File: config.mk
export PLATFORM = sky130hd
export DESIGN_NAME = gf256_arithmetic_unit_flat
export DESIGN_NICKNAME = d
export VERILOG_FILES = /design/src/sv/gfau_pkg.sv /design/src/sv/gfau_if.sv /design/src/sv/gf256_arithmetic_unit.sv /design/src/sv/gfau_inv_pipe.sv /design/src/sv/gfau_mul_stage.sv /design/src/flat_wrapper.sv
export SDC_FILE = /design/constraint.sdc
export NUM_CORES = 1
export LEC_CHECK = 0
export BUFFER_PORTS_ARGS = -buffer_cell sky130_fd_sc_hd__buf_2
export CORE_MARGIN = 2
export CORE_UTILIZATION = 70
export DETAILED_ROUTE_END_ITERATION = 8
export GPL_TIMING_DRIVEN = 0
export PLACE_DENSITY = 0.95
export SLEW_MARGIN = 20
export SYNTH_ARGS = -nofsm -noshare
export SYNTH_HDL_FRONTEND = slang
export SYNTH_SLANG_ARGS = --single-unit
export TNS_END_PERCENT = 20
File: constraint.sdc
create_clock -name clk_i -period 8.3 [get_ports clk_i]
set_input_delay 0.415 -clock clk_i [delete_from_list [all_inputs] [get_ports clk_i]]
set_output_delay 0.415 -clock clk_i [all_outputs]
set_load 0.02 [all_outputs]
File: src/sv/gfau_pkg.sv
// Package: GF(2^8) field helpers, opcodes and pipeline types.
package gfau_pkg;

  localparam int unsigned ByteW = 8;
  localparam int unsigned CmdW  = 2;

  // Low byte of the field polynomial 0x11b, the zero-divisor scale and the
  // fixed multipliers for xtime and times three.
  localparam logic [ByteW-1:0] GfReduce  = 8'h1b;
  localparam logic [ByteW-1:0] ZeroDivMul = 8'hff;
  localparam logic [ByteW-1:0] GfTwo     = 8'h02;
  localparam logic [ByteW-1:0] GfThree   = 8'h03;

  typedef enum logic [CmdW-1:0] {
    CMD_MUL = 2'd0,
    CMD_DIV = 2'd1,
    CMD_X2  = 2'd2,
    CMD_X3  = 2'd3
  } gfau_cmd_e;

  // Item entering the inverse pipeline.
  typedef struct packed {
    logic             valid;
    gfau_cmd_e        cmd;
    logic [ByteW-1:0] a;
    logic [ByteW-1:0] b;
  } gfau_item_t;

  // Operand pair handed to the final multiply stage.
  typedef struct packed {
    logic             valid;
    logic [ByteW-1:0] a;
    logic [ByteW-1:0] mult;
    logic             div_zero;
  } gfau_op_t;

  function automatic logic [ByteW-1:0] gf_xtime(input logic [ByteW-1:0] v);
    logic [ByteW-1:0] s;
    s = {v[ByteW-2:0], 1'b0};
    if (v[ByteW-1]) begin
      s = s ^ GfReduce;
    end
    return s;
  endfunction

  // Shift-and-add multiply, reduced on every step.
  function automatic logic [ByteW-1:0] gf_mul(input logic [ByteW-1:0] x,
                                              input logic [ByteW-1:0] y);
    logic [ByteW-1:0] acc;
    logic [ByteW-1:0] xs;
    acc = '0;
    xs  = x;
    for (int i = 0; i < ByteW; i++) begin
      if (y[i]) begin
        acc = acc ^ xs;
      end
      xs = gf_xtime(xs);
    end
    return acc;
  endfunction

  // Squaring is linear over GF(2); synthesis folds this to an XOR net.
  function automatic logic [ByteW-1:0] gf_sq(input logic [ByteW-1:0] x);
    return gf_mul(x, x);
  endfunction

endpackage

File: src/sv/gfau_if.sv
// Valid/ready channel interfaces for operand and result beats.
interface gfau_in_if;
  logic       valid;
  logic       ready;
  logic [1:0] cmd;
  logic [7:0] operand_a;
  logic [7:0] operand_b;

  modport source (output valid, output cmd, output operand_a, output operand_b,
                  input ready);
  modport sink (input valid, input cmd, input operand_a, input operand_b,
                output ready);
endinterface

interface gfau_out_if;
  logic       valid;
  logic       ready;
  logic [7:0] result;
  logic       divisor_zero;

  modport source (output valid, output result, output divisor_zero, input ready);
  modport sink (input valid, input result, input divisor_zero, output ready);
endinterface

File: src/sv/gf256_arithmetic_unit.sv
// Top level: GF(2^8) arithmetic unit over x^8+x^4+x^3+x+1.
// An accepted operand beat passes the s1, s2, s3 and output registers to its result beat.
// Throughput: one beat per cycle unless the output stalls; the four register stages advance together.
// A stalled output freezes the whole pipe, so no beat is dropped or repeated.
// Reset (rst_ni low, async) clears the stage valid bits only; no state else.
module gf256_arithmetic_unit (
  input  logic clk_i,
  input  logic rst_ni,
  gfau_in_if.sink    in_i,
  gfau_out_if.source out_o
);
  import gfau_pkg::*;

  // Every operation reduces to a * m, with m chosen per command:
  //   multiply -> b, divide -> b^254 (0xff for b == 0), xtime -> 2, x3 -> 3.
  // Stages 1..3 build b^254 as a product tree of the squares of b:
  //   s1: b^6, b^24, b^96, b^128   s2: b^30, b^224   s3: b^254 and select.
  // Stage 4 does the a * m multiply into the output register.

  gfau_item_t item;
  gfau_op_t   op;
  logic       pipe_en;
  logic       out_valid;

  // Pipe moves whenever the output register is empty or being drained.
  assign pipe_en  = !out_valid || out_o.ready;
  assign in_i.ready = pipe_en;

  assign item.valid = in_i.valid;
  assign item.cmd   = gfau_cmd_e'(in_i.cmd);
  assign item.a     = in_i.operand_a;
  assign item.b     = in_i.operand_b;

  gfau_inv_pipe u_inv_pipe (
    .clk_i  (clk_i),
    .rst_ni (rst_ni),
    .en_i   (pipe_en),
    .item_i (item),
    .op_o   (op)
  );

  gfau_mul_stage u_mul_stage (
    .clk_i      (clk_i),
    .rst_ni     (rst_ni),
    .en_i       (pipe_en),
    .op_i       (op),
    .valid_o    (out_valid),
    .result_o   (out_o.result),
    .div_zero_o (out_o.divisor_zero)
  );

  assign out_o.valid = out_valid;

endmodule

File: src/sv/gfau_inv_pipe.sv
// Three-stage b^254 inverse pipeline and multiplier operand select.
module gfau_inv_pipe (
  input  logic                clk_i,
  input  logic                rst_ni,
  input  logic                en_i,
  input  gfau_pkg::gfau_item_t item_i,
  output gfau_pkg::gfau_op_t   op_o
);
  import gfau_pkg::*;

  // Stage 1: b^6, b^24, b^96, b^128
  logic             s1_valid_q;
  gfau_cmd_e        s1_cmd_q;
  logic [ByteW-1:0] s1_a_q, s1_b_q, s1_p_q, s1_q_q, s1_r_q, s1_s_q;
  // Stage 2: b^30, b^224
  logic             s2_valid_q;
  gfau_cmd_e        s2_cmd_q;
  logic [ByteW-1:0] s2_a_q, s2_b_q, s2_u_q, s2_v_q;
  // Stage 3: selected multiplier
  logic             s3_valid_q;
  logic [ByteW-1:0] s3_a_q, s3_mult_q;
  logic             s3_dz_q;

  logic [ByteW-1:0] b2, b4, b8, b16, b32, b64, b128;
  logic [ByteW-1:0] s1_p_d, s1_q_d, s1_r_d;
  logic [ByteW-1:0] s2_u_d, s2_v_d;
  logic [ByteW-1:0] inv, s3_mult_d;
  logic             s3_dz_d;

  always_comb begin
    b2     = gf_sq(item_i.b);
    b4     = gf_sq(b2);
    b8     = gf_sq(b4);
    b16    = gf_sq(b8);
    b32    = gf_sq(b16);
    b64    = gf_sq(b32);
    b128   = gf_sq(b64);
    s1_p_d = gf_mul(b2, b4);
    s1_q_d = gf_mul(b8, b16);
    s1_r_d = gf_mul(b32, b64);
  end

  always_comb begin
    s2_u_d = gf_mul(s1_p_q, s1_q_q);
    s2_v_d = gf_mul(s1_r_q, s1_s_q);
  end

  always_comb begin
    inv       = gf_mul(s2_u_q, s2_v_q);
    s3_dz_d   = 1'b0;
    s3_mult_d = s2_b_q;
    unique case (s2_cmd_q)
      CMD_MUL: s3_mult_d = s2_b_q;
      CMD_DIV: begin
        // zero divisor: scale by 0xff and flag it
        if (s2_b_q == '0) begin
          s3_mult_d = ZeroDivMul;
          s3_dz_d   = 1'b1;
        end else begin
          s3_mult_d = inv;
        end
      end
      CMD_X2:  s3_mult_d = GfTwo;
      CMD_X3:  s3_mult_d = GfThree;
      default: s3_mult_d = s2_b_q;
    endcase
  end

  always_ff @(posedge clk_i or negedge rst_ni) begin
    if (!rst_ni) begin
      s1_valid_q <= 1'b0;
      s2_valid_q <= 1'b0;
      s3_valid_q <= 1'b0;
    end else if (en_i) begin
      s1_valid_q <= item_i.valid;
      s2_valid_q <= s1_valid_q;
      s3_valid_q <= s2_valid_q;
    end
  end

  always_ff @(posedge clk_i) begin
    if (en_i) begin
      s1_cmd_q  <= item_i.cmd;
      s1_a_q    <= item_i.a;
      s1_b_q    <= item_i.b;
      s1_p_q    <= s1_p_d;
      s1_q_q    <= s1_q_d;
      s1_r_q    <= s1_r_d;
      s1_s_q    <= b128;
      s2_cmd_q  <= s1_cmd_q;
      s2_a_q    <= s1_a_q;
      s2_b_q    <= s1_b_q;
      s2_u_q    <= s2_u_d;
      s2_v_q    <= s2_v_d;
      s3_a_q    <= s2_a_q;
      s3_mult_q <= s3_mult_d;
      s3_dz_q   <= s3_dz_d;
    end
  end

  assign op_o.valid    = s3_valid_q;
  assign op_o.a        = s3_a_q;
  assign op_o.mult     = s3_mult_q;
  assign op_o.div_zero = s3_dz_q;

endmodule

File: src/sv/gfau_mul_stage.sv
// Final field multiply and output register.
module gfau_mul_stage (
  input  logic                    clk_i,
  input  logic                    rst_ni,
  input  logic                    en_i,
  input  gfau_pkg::gfau_op_t      op_i,
  output logic                    valid_o,
  output logic [gfau_pkg::ByteW-1:0] result_o,
  output logic                    div_zero_o
);
  import gfau_pkg::*;

  logic             valid_q;
  logic [ByteW-1:0] result_q, result_d;
  logic             dz_q;

  assign result_d = gf_mul(op_i.a, op_i.mult);

  always_ff @(posedge clk_i or negedge rst_ni) begin
    if (!rst_ni) begin
      valid_q <= 1'b0;
    end else if (en_i) begin
      valid_q <= op_i.valid;
    end
  end

  always_ff @(posedge clk_i) begin
    if (en_i) begin
      result_q <= result_d;
      dz_q     <= op_i.div_zero;
    end
  end

  assign valid_o    = valid_q;
  assign result_o   = result_q;
  assign div_zero_o = dz_q;

endmodule

File: src/flat_wrapper.sv
// flat-port wrapper written by rule: the top's interface ports become plain ports
module gf256_arithmetic_unit_flat import gfau_pkg::*;
  (clk_i, rst_ni, in_i_valid, in_i_cmd, in_i_operand_a, in_i_operand_b, in_i_ready, out_o_valid, out_o_result, out_o_divisor_zero, out_o_ready);
  gfau_in_if in_i_i ();
  gfau_out_if out_o_i ();
  input  logic clk_i;
  input  logic rst_ni;
  input wire logic [$bits(in_i_i.valid)-1:0] in_i_valid;
  input wire logic [$bits(in_i_i.cmd)-1:0] in_i_cmd;
  input wire logic [$bits(in_i_i.operand_a)-1:0] in_i_operand_a;
  input wire logic [$bits(in_i_i.operand_b)-1:0] in_i_operand_b;
  output wire logic [$bits(in_i_i.ready)-1:0] in_i_ready;
  output wire logic [$bits(out_o_i.valid)-1:0] out_o_valid;
  output wire logic [$bits(out_o_i.result)-1:0] out_o_result;
  output wire logic [$bits(out_o_i.divisor_zero)-1:0] out_o_divisor_zero;
  input wire logic [$bits(out_o_i.ready)-1:0] out_o_ready;
  assign in_i_i.valid = in_i_valid;
  assign in_i_i.cmd = in_i_cmd;
  assign in_i_i.operand_a = in_i_operand_a;
  assign in_i_i.operand_b = in_i_operand_b;
  assign in_i_ready = in_i_i.ready;
  assign out_o_valid = out_o_i.valid;
  assign out_o_result = out_o_i.result;
  assign out_o_divisor_zero = out_o_i.divisor_zero;
  assign out_o_i.ready = out_o_ready;
  gf256_arithmetic_unit u_core (.clk_i(clk_i), .rst_ni(rst_ni), .in_i(in_i_i), .out_o(out_o_i));
endmodule
==> results of run 1 <==
==> metrics by stage <==
| stage | worst slack [ns] | instances |
|---|---|---|
| after global placement | -2.54 | 2532 |
| after detailed placement | -2.84 | 2533 |
| after floorplan | -0.800 | 2176 |
| after CTS | -0.0272 | 2705 |
==> routing by layer <==
layer	overflow	track usage, %
met2	563	108
met1	6	87.9
met5	7	43.2
met3	9	77.8
met4	311	104
==> cells in the mapped netlist, drive strengths merged, types with 4 or more instances <==
master / count
a2111oi: 4
a211oi: 20
a21boi: 7
a21o: 5
a21oi: 109
a221oi: 7
a22oi: 10
a31oi: 22
a32oi: 4
and2: 8
and3: 8
buf: 33
clkbuf: 115
dfrtp: 4
edfxtp: 110
ha: 7
inv: 27
mux2: 10
mux2i: 29
nand2: 374
nand2b: 23
nand3: 42
nand4: 7
nor2: 211
nor2b: 13
nor3: 52
nor4: 6
o2111ai: 5
o211ai: 16
o21ai: 101
o221ai: 13
o22ai: 36
o31a: 4
o31ai: 7
or3: 9
or4: 6
xnor2: 499
xnor3: 27
xor2: 134
xor3: 4
==> what timing repair did <==
action,CTS
setup buffers,146
pin swaps,123
hold buffers,1
endpoints found under the setup margin,16
hold endpoints to repair,4
gates resized for setup,291
cloned,0
==> cells by family after synthesis <==
logic type	share of synthesized area (%)
AOI/OAI and AO/OA	15.3
xor gates and xnor gates	38.1
adders and majority gates	0.514
buffers and inverters	4.27
DFF	20.0
muxes	2.39
and+or+nand+nor	19.4
==> impl_results.md, run 1 <==
- EDFF count, synth: 110
- DPL Wire Length: 33,900 um
- Tool error: [ERROR GRT-0232] Routing congestion too high. Check the congestion heatmap in the GUI.
- GRT repair_timing worst endpoint: u_core.u_inv_pipe.s1_r_q[4]$_DFFE_PP_/D
- Distinct cell type count after synthesis: 92
- Total track usage: 92.4%
- CTS sink count: 114
- Top cell type's share of synthesized area: 24.7%
- Ports: 33
- Htree depth: 4
- Part of the Yosys area used for sequential elements: 20.0%
- Main area contributors after synthesis: sky130_fd_sc_hd__xnor2_1 (25%), sky130_fd_sc_hd__edfxtp_1 (19%), sky130_fd_sc_hd__nand2_1 (8.2%)
- Warning count from the yosys run: 0
- Syn_area_per_cell: 7.83 um2
- Total standard cell area after synthesis: 17,000 um2
- Effective utilization at floorplan: 70.7%
- Number of port buffers: 32
- Register bit count reported by yosys: 114
- Leading area contributor after synthesis: sky130_fd_sc_hd__xnor2_1
- Last stage the flow got to: global routing
- Worst EP Category: register data pin
- Width of the die: 160 um
- Post-placement cell area: 18,300 um2
- Final weighted congestion in routability-driven placement: 0.978
- Vertical die dimension: 160 um
- CTS buffer count: 17
- Total congestion overflow after global routing: 896
- Root Buffer: sky130_fd_sc_hd__clkbuf_16
- Synthesized instance count: 2,176
- Most used flip-flop cell after synthesis: sky130_fd_sc_hd__edfxtp_1
- Synth Net Count: 2,205
- Largest net degree at the start of global routing: 60
- Cell Rows: 57
- Result of the run: stopped before the end
- FFs w/ async S/R, synth: 3.51%
- Buffers from clock root to sink, at most: 2
==> run 2, diff against run 1 <==
--- a/config.mk
+++ b/config.mk
@@ -7,10 +7,10 @@
 export LEC_CHECK = 0
 export BUFFER_PORTS_ARGS = -buffer_cell sky130_fd_sc_hd__buf_2
 export CORE_MARGIN = 2
-export CORE_UTILIZATION = 70
+export CORE_UTILIZATION = 40
 export DETAILED_ROUTE_END_ITERATION = 8
 export GPL_TIMING_DRIVEN = 0
-export PLACE_DENSITY = 0.95
+export PLACE_DENSITY_LB_ADDON = 0.15
 export SLEW_MARGIN = 20
 export SYNTH_ARGS = -nofsm -noshare
 export SYNTH_HDL_FRONTEND = slang
==> run 2 against run 1 <==
  * The flow now finishes, with violations (negative setup slack)
  * Synthesized area unchanged
  * Synthesized cell count did not move
==> impl_results.md, run 2 <==
- Adder-cell share of the synthesized area: 0.514% (unchanged)
- Clock Skew: 0.00731 ns
- Cell class contributing the biggest share of worst-path delay: XOR/XNOR gates
- Headroom to the max-slew limit: 34.9%
- Cell Rows: 75 (+32%)
- Kind of end point of the critical path: register
- FMAX: 119 MHz
- Violated checks: negative setup slack
- Largest stage delay, worst path: 0.46 ns
- Latest clock arrival within the worst-skew pair: 0.42 ns
- Final count of pins violating max slew: 0
- Via count of the first global-routing pass: 15,879
- EDFF count, synth: 110 (unchanged)
- Number of port buffers: 32 (unchanged)
- Register bit count reported by yosys: 114 (unchanged)
- CTS buffer count: 17 (unchanged)
- Width of the die: 210 um (+31%)
- Setup slack on the worst flop-to-flop path: 5.32 ns
- Most used flip-flop cell after synthesis: sky130_fd_sc_hd__edfxtp_1
- Worst min-delay path startpoint: in_i_operand_a[3]
- # nets final: 2,447
- Number of antenna violations at the first check in global routing: 0
- Final weighted congestion in routability-driven placement: 0.912 (-6.7%)
- Vertical die dimension: 210 um (+31%)
- Worst r2r src: u_core.u_inv_pipe.s2_u_q[7]
- CTS sink count: 114 (unchanged)
- Worst hold path endpoint: u_core.u_inv_pipe.s1_a_q[3]
- CTS clk-pin slew, worst paths: 0.06 ns
- Area fraction in compound gates after synthesis: 15.3% (unchanged)
- Cells on Worst Hold Path: 1
- Share of cells above drive strength 1: 25.1%
- Final worst-path cycle share: 101%
- Worst reg-to-reg path cell count: 10
- Main combinational cell family by area after synthesis: XOR/XNOR gates
- Antenna Nets Post-Route: 0
- Fill cell total of the finished layout: 3,727
- Effective utilization at floorplan: 40.6% (-30 points)
- Top cell type's share of synthesized area: 24.7% (unchanged)
- Final worst slack: -0.0935 ns
- Critical path peak fanout: 7
- DRT Wirelength: 51,000 um
- Via density per instance: 5.51
- Wire length of the first global-routing pass: 82,600 um
- Final routed wire length divided by cell count: 17.2 um
- Setup TNS: -0.201 ns
- Worst path slowest cell: sky130_fd_sc_hd__xnor3_2
- Top cells by count, synth: sky130_fd_sc_hd__xnor2_1 (481), sky130_fd_sc_hd__nand2_1 (371), sky130_fd_sc_hd__nor2_1 (209)
- Total track usage: 22.7%
- Critical setup path kind: input pin to register
- Distinct cell type count after synthesis: 92 (unchanged)
- Result of the run: complete, but fails checks
- Diodes inserted: 0
- Main area contributors after synthesis: sky130_fd_sc_hd__xnor2_1 (25%), sky130_fd_sc_hd__edfxtp_1 (19%), sky130_fd_sc_hd__nand2_1 (8.2%)
- Dpl ws: -3.02 ns (-0.184 ns)
- Synth Net Count: 2,205 (unchanged)
- Max_cap viols: 0
- Warning count from the yosys run: 0 (unchanged)
- Kind of start point of the critical path: input pin
- Unrepaired setup endpoints after global routing: yes
- Number of buffers and inverters on the critical path: 8
- Portion of netlist area occupied by mux cells: 2.39% (unchanged)
- Ports: 33 (unchanged)
- Reg2reg end: u_core.u_inv_pipe.s3_mult_q[3]
- Final critical path time including I/O delays and setup: 8.39 ns
- Xor/xnor share of the synthesized area: 38.1% (unchanged)
- Required arrival time at the worst endpoint: 8.45 ns
- FFs w/ async S/R, synth: 3.51% (unchanged)
- Signal arrival time at the worst endpoint: 8.54 ns
- Clock tree from TritonCTS: built
- Top-count cell post-synth: sky130_fd_sc_hd__xnor2_1
- Root Buffer: sky130_fd_sc_hd__clkbuf_16
- Largest net degree at the start of global routing: 47
- Cell repeated most along the worst path: sky130_fd_sc_hd__xor2_4
- Detailed-route DRC error count: 0
- Total standard cell area after synthesis: 17,000 um2 (unchanged)
- Total congestion overflow after global routing: 0
- Htree depth: 4 (unchanged)
- Via count: 16,374
- Transition time at the pin with the least slew margin: 0.973 ns
- Most common library cell in the layout ignoring fill and taps: sky130_fd_sc_hd__xnor2_1
- Part of the Yosys area used for sequential elements: 20.0% (unchanged)
- Class of the tightest hold or removal check: input pin to register
- Pre-Repair DR Iteration Count: 6
- DPL Wire Length: 34,400 um (+1.5%)
- CORE AREA: 42,000 um2
- Syn_area_per_cell: 7.83 um2 (unchanged)
- Leading area contributor after synthesis: sky130_fd_sc_hd__xnor2_1
- 1st-iter DRT viols: 1,190
- Buffers from clock root to sink, at most: 2 (unchanged)
- Synthesized instance count: 2,176 (unchanged)
- Simple logic cell fraction of the synthesized area: 19.4% (unchanged)
- Number of hold violations in the final report: 0
- Endpoints failing setup: 3
- Leading cell types in the layout, fill and taps excluded: sky130_fd_sc_hd__xnor2_1 (398), sky130_fd_sc_hd__nand2_1 (356), sky130_fd_sc_hd__nor2_1 (192)
- Die Footprint: 44,300 um2
- P&R area growth vs syn: 34.8%
-- run 2: cell counts after synthesis --
No cell type changed its count.
-- run 2: area by class of cell --
class	instances	area, um2	share of cell area, %
plain buffers	136	838	3.65
repair buffers	235	2040	8.88
multi-input cells	1886	15300	66.6
flip-flops and latches	114	3400	14.8
inverters	28	125	0.544
clock buffers	17	425	1.85
clock inverters	15	160	0.697
well taps	539	674	2.93
-- run 2: kinds of logic after synthesis --
| family | count (synthesis) |
|---|---|
| flops | 114 |
| xor+xnor | 664 |
| mux | 39 |
| compound gates | 404 |
| fa+ha+maj | 7 |
| buf+inv | 176 |
| simple gates | 772 |
-- run 2: layer usage --
layer | share of wire, % | global-route usage (%)
met1 | 44 | 30.7
met5 | 0 | 0
met3 | 5.2 | 2.49
met4 | 2.5 | 7.38
met2 | 48 | 38.0
-- run 2: worst max-delay path by stage --
stage	end	cells after the start	startpoint	slack (ns)
3_5_place_dp	u_core.u_inv_pipe.s1_r_q[5]	36	in_i_operand_b[0]	-3.02
2_1_floorplan	u_core.u_inv_pipe.s1_s_q[4]	48	in_i_operand_b[0]	-0.80
3_3_place_gp	u_core.u_inv_pipe.s1_r_q[5]	39	in_i_operand_b[6]	-2.94
5_1_grt	u_core.u_inv_pipe.s1_s_q[3]	42	in_i_operand_b[6]	-0.40
6_report	u_core.u_inv_pipe.s1_r_q[4]	39	in_i_operand_b[7]	-0.09
4_1_cts	u_core.u_inv_pipe.s1_r_q[4]	41	in_i_operand_b[7]	0.0004
-- run 2: timing repair --
action / in CTS / in global routing
pin swaps: 143 / 87
hold endpoints to repair: 4 / 0
resized for setup: 301 / 104
setup buffers: 163 / 38
endpoints found under the setup margin: 16 / 15
cloned: 0 / 0
hold buffers: 1 / 0
-- run 2: metrics by stage --
| stage | util [%] | instances | hold slack [ns] | instance area (um2) |
|---|---|---|---|---|
| floorplan | - | 2176 | 0.119 | 17600 |
| global route | 54.7 | 2970 | 0.145 | 23000 |
| detailed placement | 44.1 | 2749 | 0.225 | 18500 |
| finish | 54.7 | 2970 | 0.168 | 23000 |
| global placement | 44.0 | 2747 | 0.220 | 18500 |
| CTS | 52.8 | 2936 | 0.148 | 22200 |
Power of run 2 is not shown: default switching activity piles up to over one toggle a cycle in this logic, so the estimate is an artifact.
==> run 3, diff against run 2 <==
--- a/config.mk
+++ b/config.mk
@@ -7,7 +7,7 @@
 export LEC_CHECK = 0
 export BUFFER_PORTS_ARGS = -buffer_cell sky130_fd_sc_hd__buf_2
 export CORE_MARGIN = 2
-export CORE_UTILIZATION = 40
+export CORE_UTILIZATION = 50
 export DETAILED_ROUTE_END_ITERATION = 8
 export GPL_TIMING_DRIVEN = 0
 export PLACE_DENSITY_LB_ADDON = 0.15
==> run 3 against run 2 <==
  * Sequential cell count unchanged
  * Register-to-register slack improved by 0.02 ns
  * Routed wire length increased by 3.2%
  * The run still ends with negative setup slack left
  * Hold slack about the same
  * Worst setup slack got worse by 0.21 ns
  * Cell count decreased by 3.1%
  * Non-clock buffer count increased by 1
==> impl_results.md, run 3 (synthesis results as in run 2) <==
- Result of the run: complete, but fails checks
- Violated checks: negative setup slack
- Transition time at the pin with the least slew margin: 0.894 ns (-0.0783 ns)
- Worst path slowest cell: sky130_fd_sc_hd__or4_4
- CTS buffer count: 17 (unchanged)
- Via density per instance: 5.88 (+6.7%)
- 1st-iter DRT viols: 1,487 (+25%)
- Antenna Nets Post-Route: 0 (unchanged)
- Critical setup path kind: input pin to register
- Latest clock arrival within the worst-skew pair: 0.42 ns (about the same)
- Worst reg-to-reg path cell count: 10 (unchanged)
- Cells on Worst Hold Path: 1 (unchanged)
- DRT Wirelength: 52,600 um (+3.2%)
- Root Buffer: sky130_fd_sc_hd__clkbuf_16
- Cell Rows: 67 (-11%)
- P&R area growth vs syn: 33.3%
- Cell repeated most along the worst path: sky130_fd_sc_hd__buf_6
- Required arrival time at the worst endpoint: 8.45 ns (about the same)
- Effective utilization at floorplan: 50.8% (+10 points)
- Width of the die: 189 um (-10%)
- Headroom to the max-slew limit: 39.9% (+5.0 points)
- Htree depth: 4 (unchanged)
- Worst min-delay path startpoint: in_i_cmd[0]
- Share of cells above drive strength 1: 24.6% (-0.49 points)
- Final routed wire length divided by cell count: 18.3 um (+6.5%)
- Wire length of the first global-routing pass: 82,200 um (-0.46%)
- Number of antenna violations at the first check in global routing: 0 (unchanged)
- Number of hold violations in the final report: 0 (unchanged)
- Ports: 33 (unchanged)
- # nets final: 2,448 (+0.041%)
- Critical path peak fanout: 6 (-1)
- Detailed-route DRC error count: 0 (unchanged)
- Diodes inserted: 0 (unchanged)
- Final worst-path cycle share: 104% (+2.5 points)
- Worst r2r src: u_core.u_inv_pipe.s2_u_q[7]
- Final worst slack: -0.304 ns (-0.211 ns)
- Total congestion overflow after global routing: 0 (unchanged)
- Leading cell types in the layout, fill and taps excluded: sky130_fd_sc_hd__xnor2_1 (406), sky130_fd_sc_hd__nand2_1 (357), sky130_fd_sc_hd__nor2_1 (195)
- Buffers from clock root to sink, at most: 2 (unchanged)
- FMAX: 116 MHz (-2.5%)
- Final count of pins violating max slew: 0 (unchanged)
- Class of the tightest hold or removal check: input pin to register
- Via count of the first global-routing pass: 16,054 (+1.1%)
- CORE AREA: 33,500 um2 (-20%)
- Clock tree from TritonCTS: built
- Number of port buffers: 32 (unchanged)
- DPL Wire Length: 32,700 um (-4.8%)
- Signal arrival time at the worst endpoint: 8.76 ns (+0.22 ns)
- Via count: 16,937 (+3.4%)
- Vertical die dimension: 189 um (-10%)
- Kind of end point of the critical path: register
- Max_cap viols: 0 (unchanged)
- CTS sink count: 114 (unchanged)
- Largest net degree at the start of global routing: 59 (+26%)
- Endpoints failing setup: 11 (+8)
- Total track usage: 28.1% (+5.4 points)
- Pre-Repair DR Iteration Count: 6 (unchanged)
- Setup TNS: -1.95 ns (-1.75 ns)
- Most common library cell in the layout ignoring fill and taps: sky130_fd_sc_hd__xnor2_1
- Final critical path time including I/O delays and setup: 8.60 ns (+0.211 ns)
- Largest stage delay, worst path: 0.59 ns (+0.13 ns)
- Die Footprint: 35,600 um2 (-20%)
- Unrepaired setup endpoints after global routing: yes
- Clock Skew: 0.00653 ns (-0.000780 ns)
- Worst setup path start: in_i_operand_b[0]
- Final weighted congestion in routability-driven placement: 0.905 (-0.80%)
- CTS clk-pin slew, worst paths: 0.06 ns (about the same)
- Kind of start point of the critical path: input pin
[run 3: cell count changes in the layout (fill, tap and decap cells not counted), sizes merged]
cell,delta
clkinvlp,+1
inv,+2
buf,-1
clkbuf,+2
bufinv,-1
clkinv,-3
[run 3: cell type report]
type	count	area (um2)
multi-input cells	1886	15300
fillers	2540	10800
flip-flops and latches	114	3400
repair buffers	231	1910
plain buffers	141	865
well taps	448	561
clock buffers	17	425
clock inverters	14	134
inverters	28	125
[run 3: final timing paths]
| kind | slack (ns) | endpoint |
|---|---|---|
| max | -0.30 | u_core.u_inv_pipe.s1_r_q[4] |
| min | 0.17 | u_core.u_inv_pipe.s1_cmd_q[0] |
| max reg2reg | 5.34 | u_core.u_inv_pipe.s3_mult_q[3] |
| min reg2reg | 0.41 | u_core.u_inv_pipe.s2_a_q[4] |
| max in group asynchronous | 7.84 | u_core.u_mul_stage.valid_o |
| min in group asynchronous | 0.34 | u_core.u_inv_pipe.s2_valid_q |
[run 3: what timing repair did]
action                                  CTS  global route
endpoints found under the setup margin   16            16
buffers inserted                        157            40
hold buffers                              1             0
gates resized for setup                 306            83
pin swaps                               139            56
endpoints found under the hold margin     4             0
[run 3: through the flow]
stage	std cells	worst slack (ns)	utilization, %	instance area, um2	hold WS [ns]
floorplan	2176	-0.800	-	17600	0.119
global placement	2656	-2.82	54.8	18400	0.221
detailed placement	2657	-2.86	54.9	18400	0.227
CTS	2840	-0.00384	65.6	22000	0.155
global route	2879	-0.579	67.8	22700	0.149
finish	2879	-0.304	67.8	22700	0.168
[run 3: worst max-delay path, delay by kind of cell]
kind / cells / cell delay (ns)
adders and majority gates: 2 / 0.56
and+or+nand+nor: 6 / 1.46
AOI/OAI and AO/OA: 10 / 2.08
muxes: 1 / 0.20
buffers and inverters: 9 / 1.31
xor gates and xnor gates: 11 / 2.68
[run 3: metal layers]
metal	part of all wire [%]	global-route usage, %
met5	0	0
met4	3.4	9.53
met3	6.6	3.18
met2	49	48.6
met1	41	36.4
Power of run 3 is left out for the same reason.
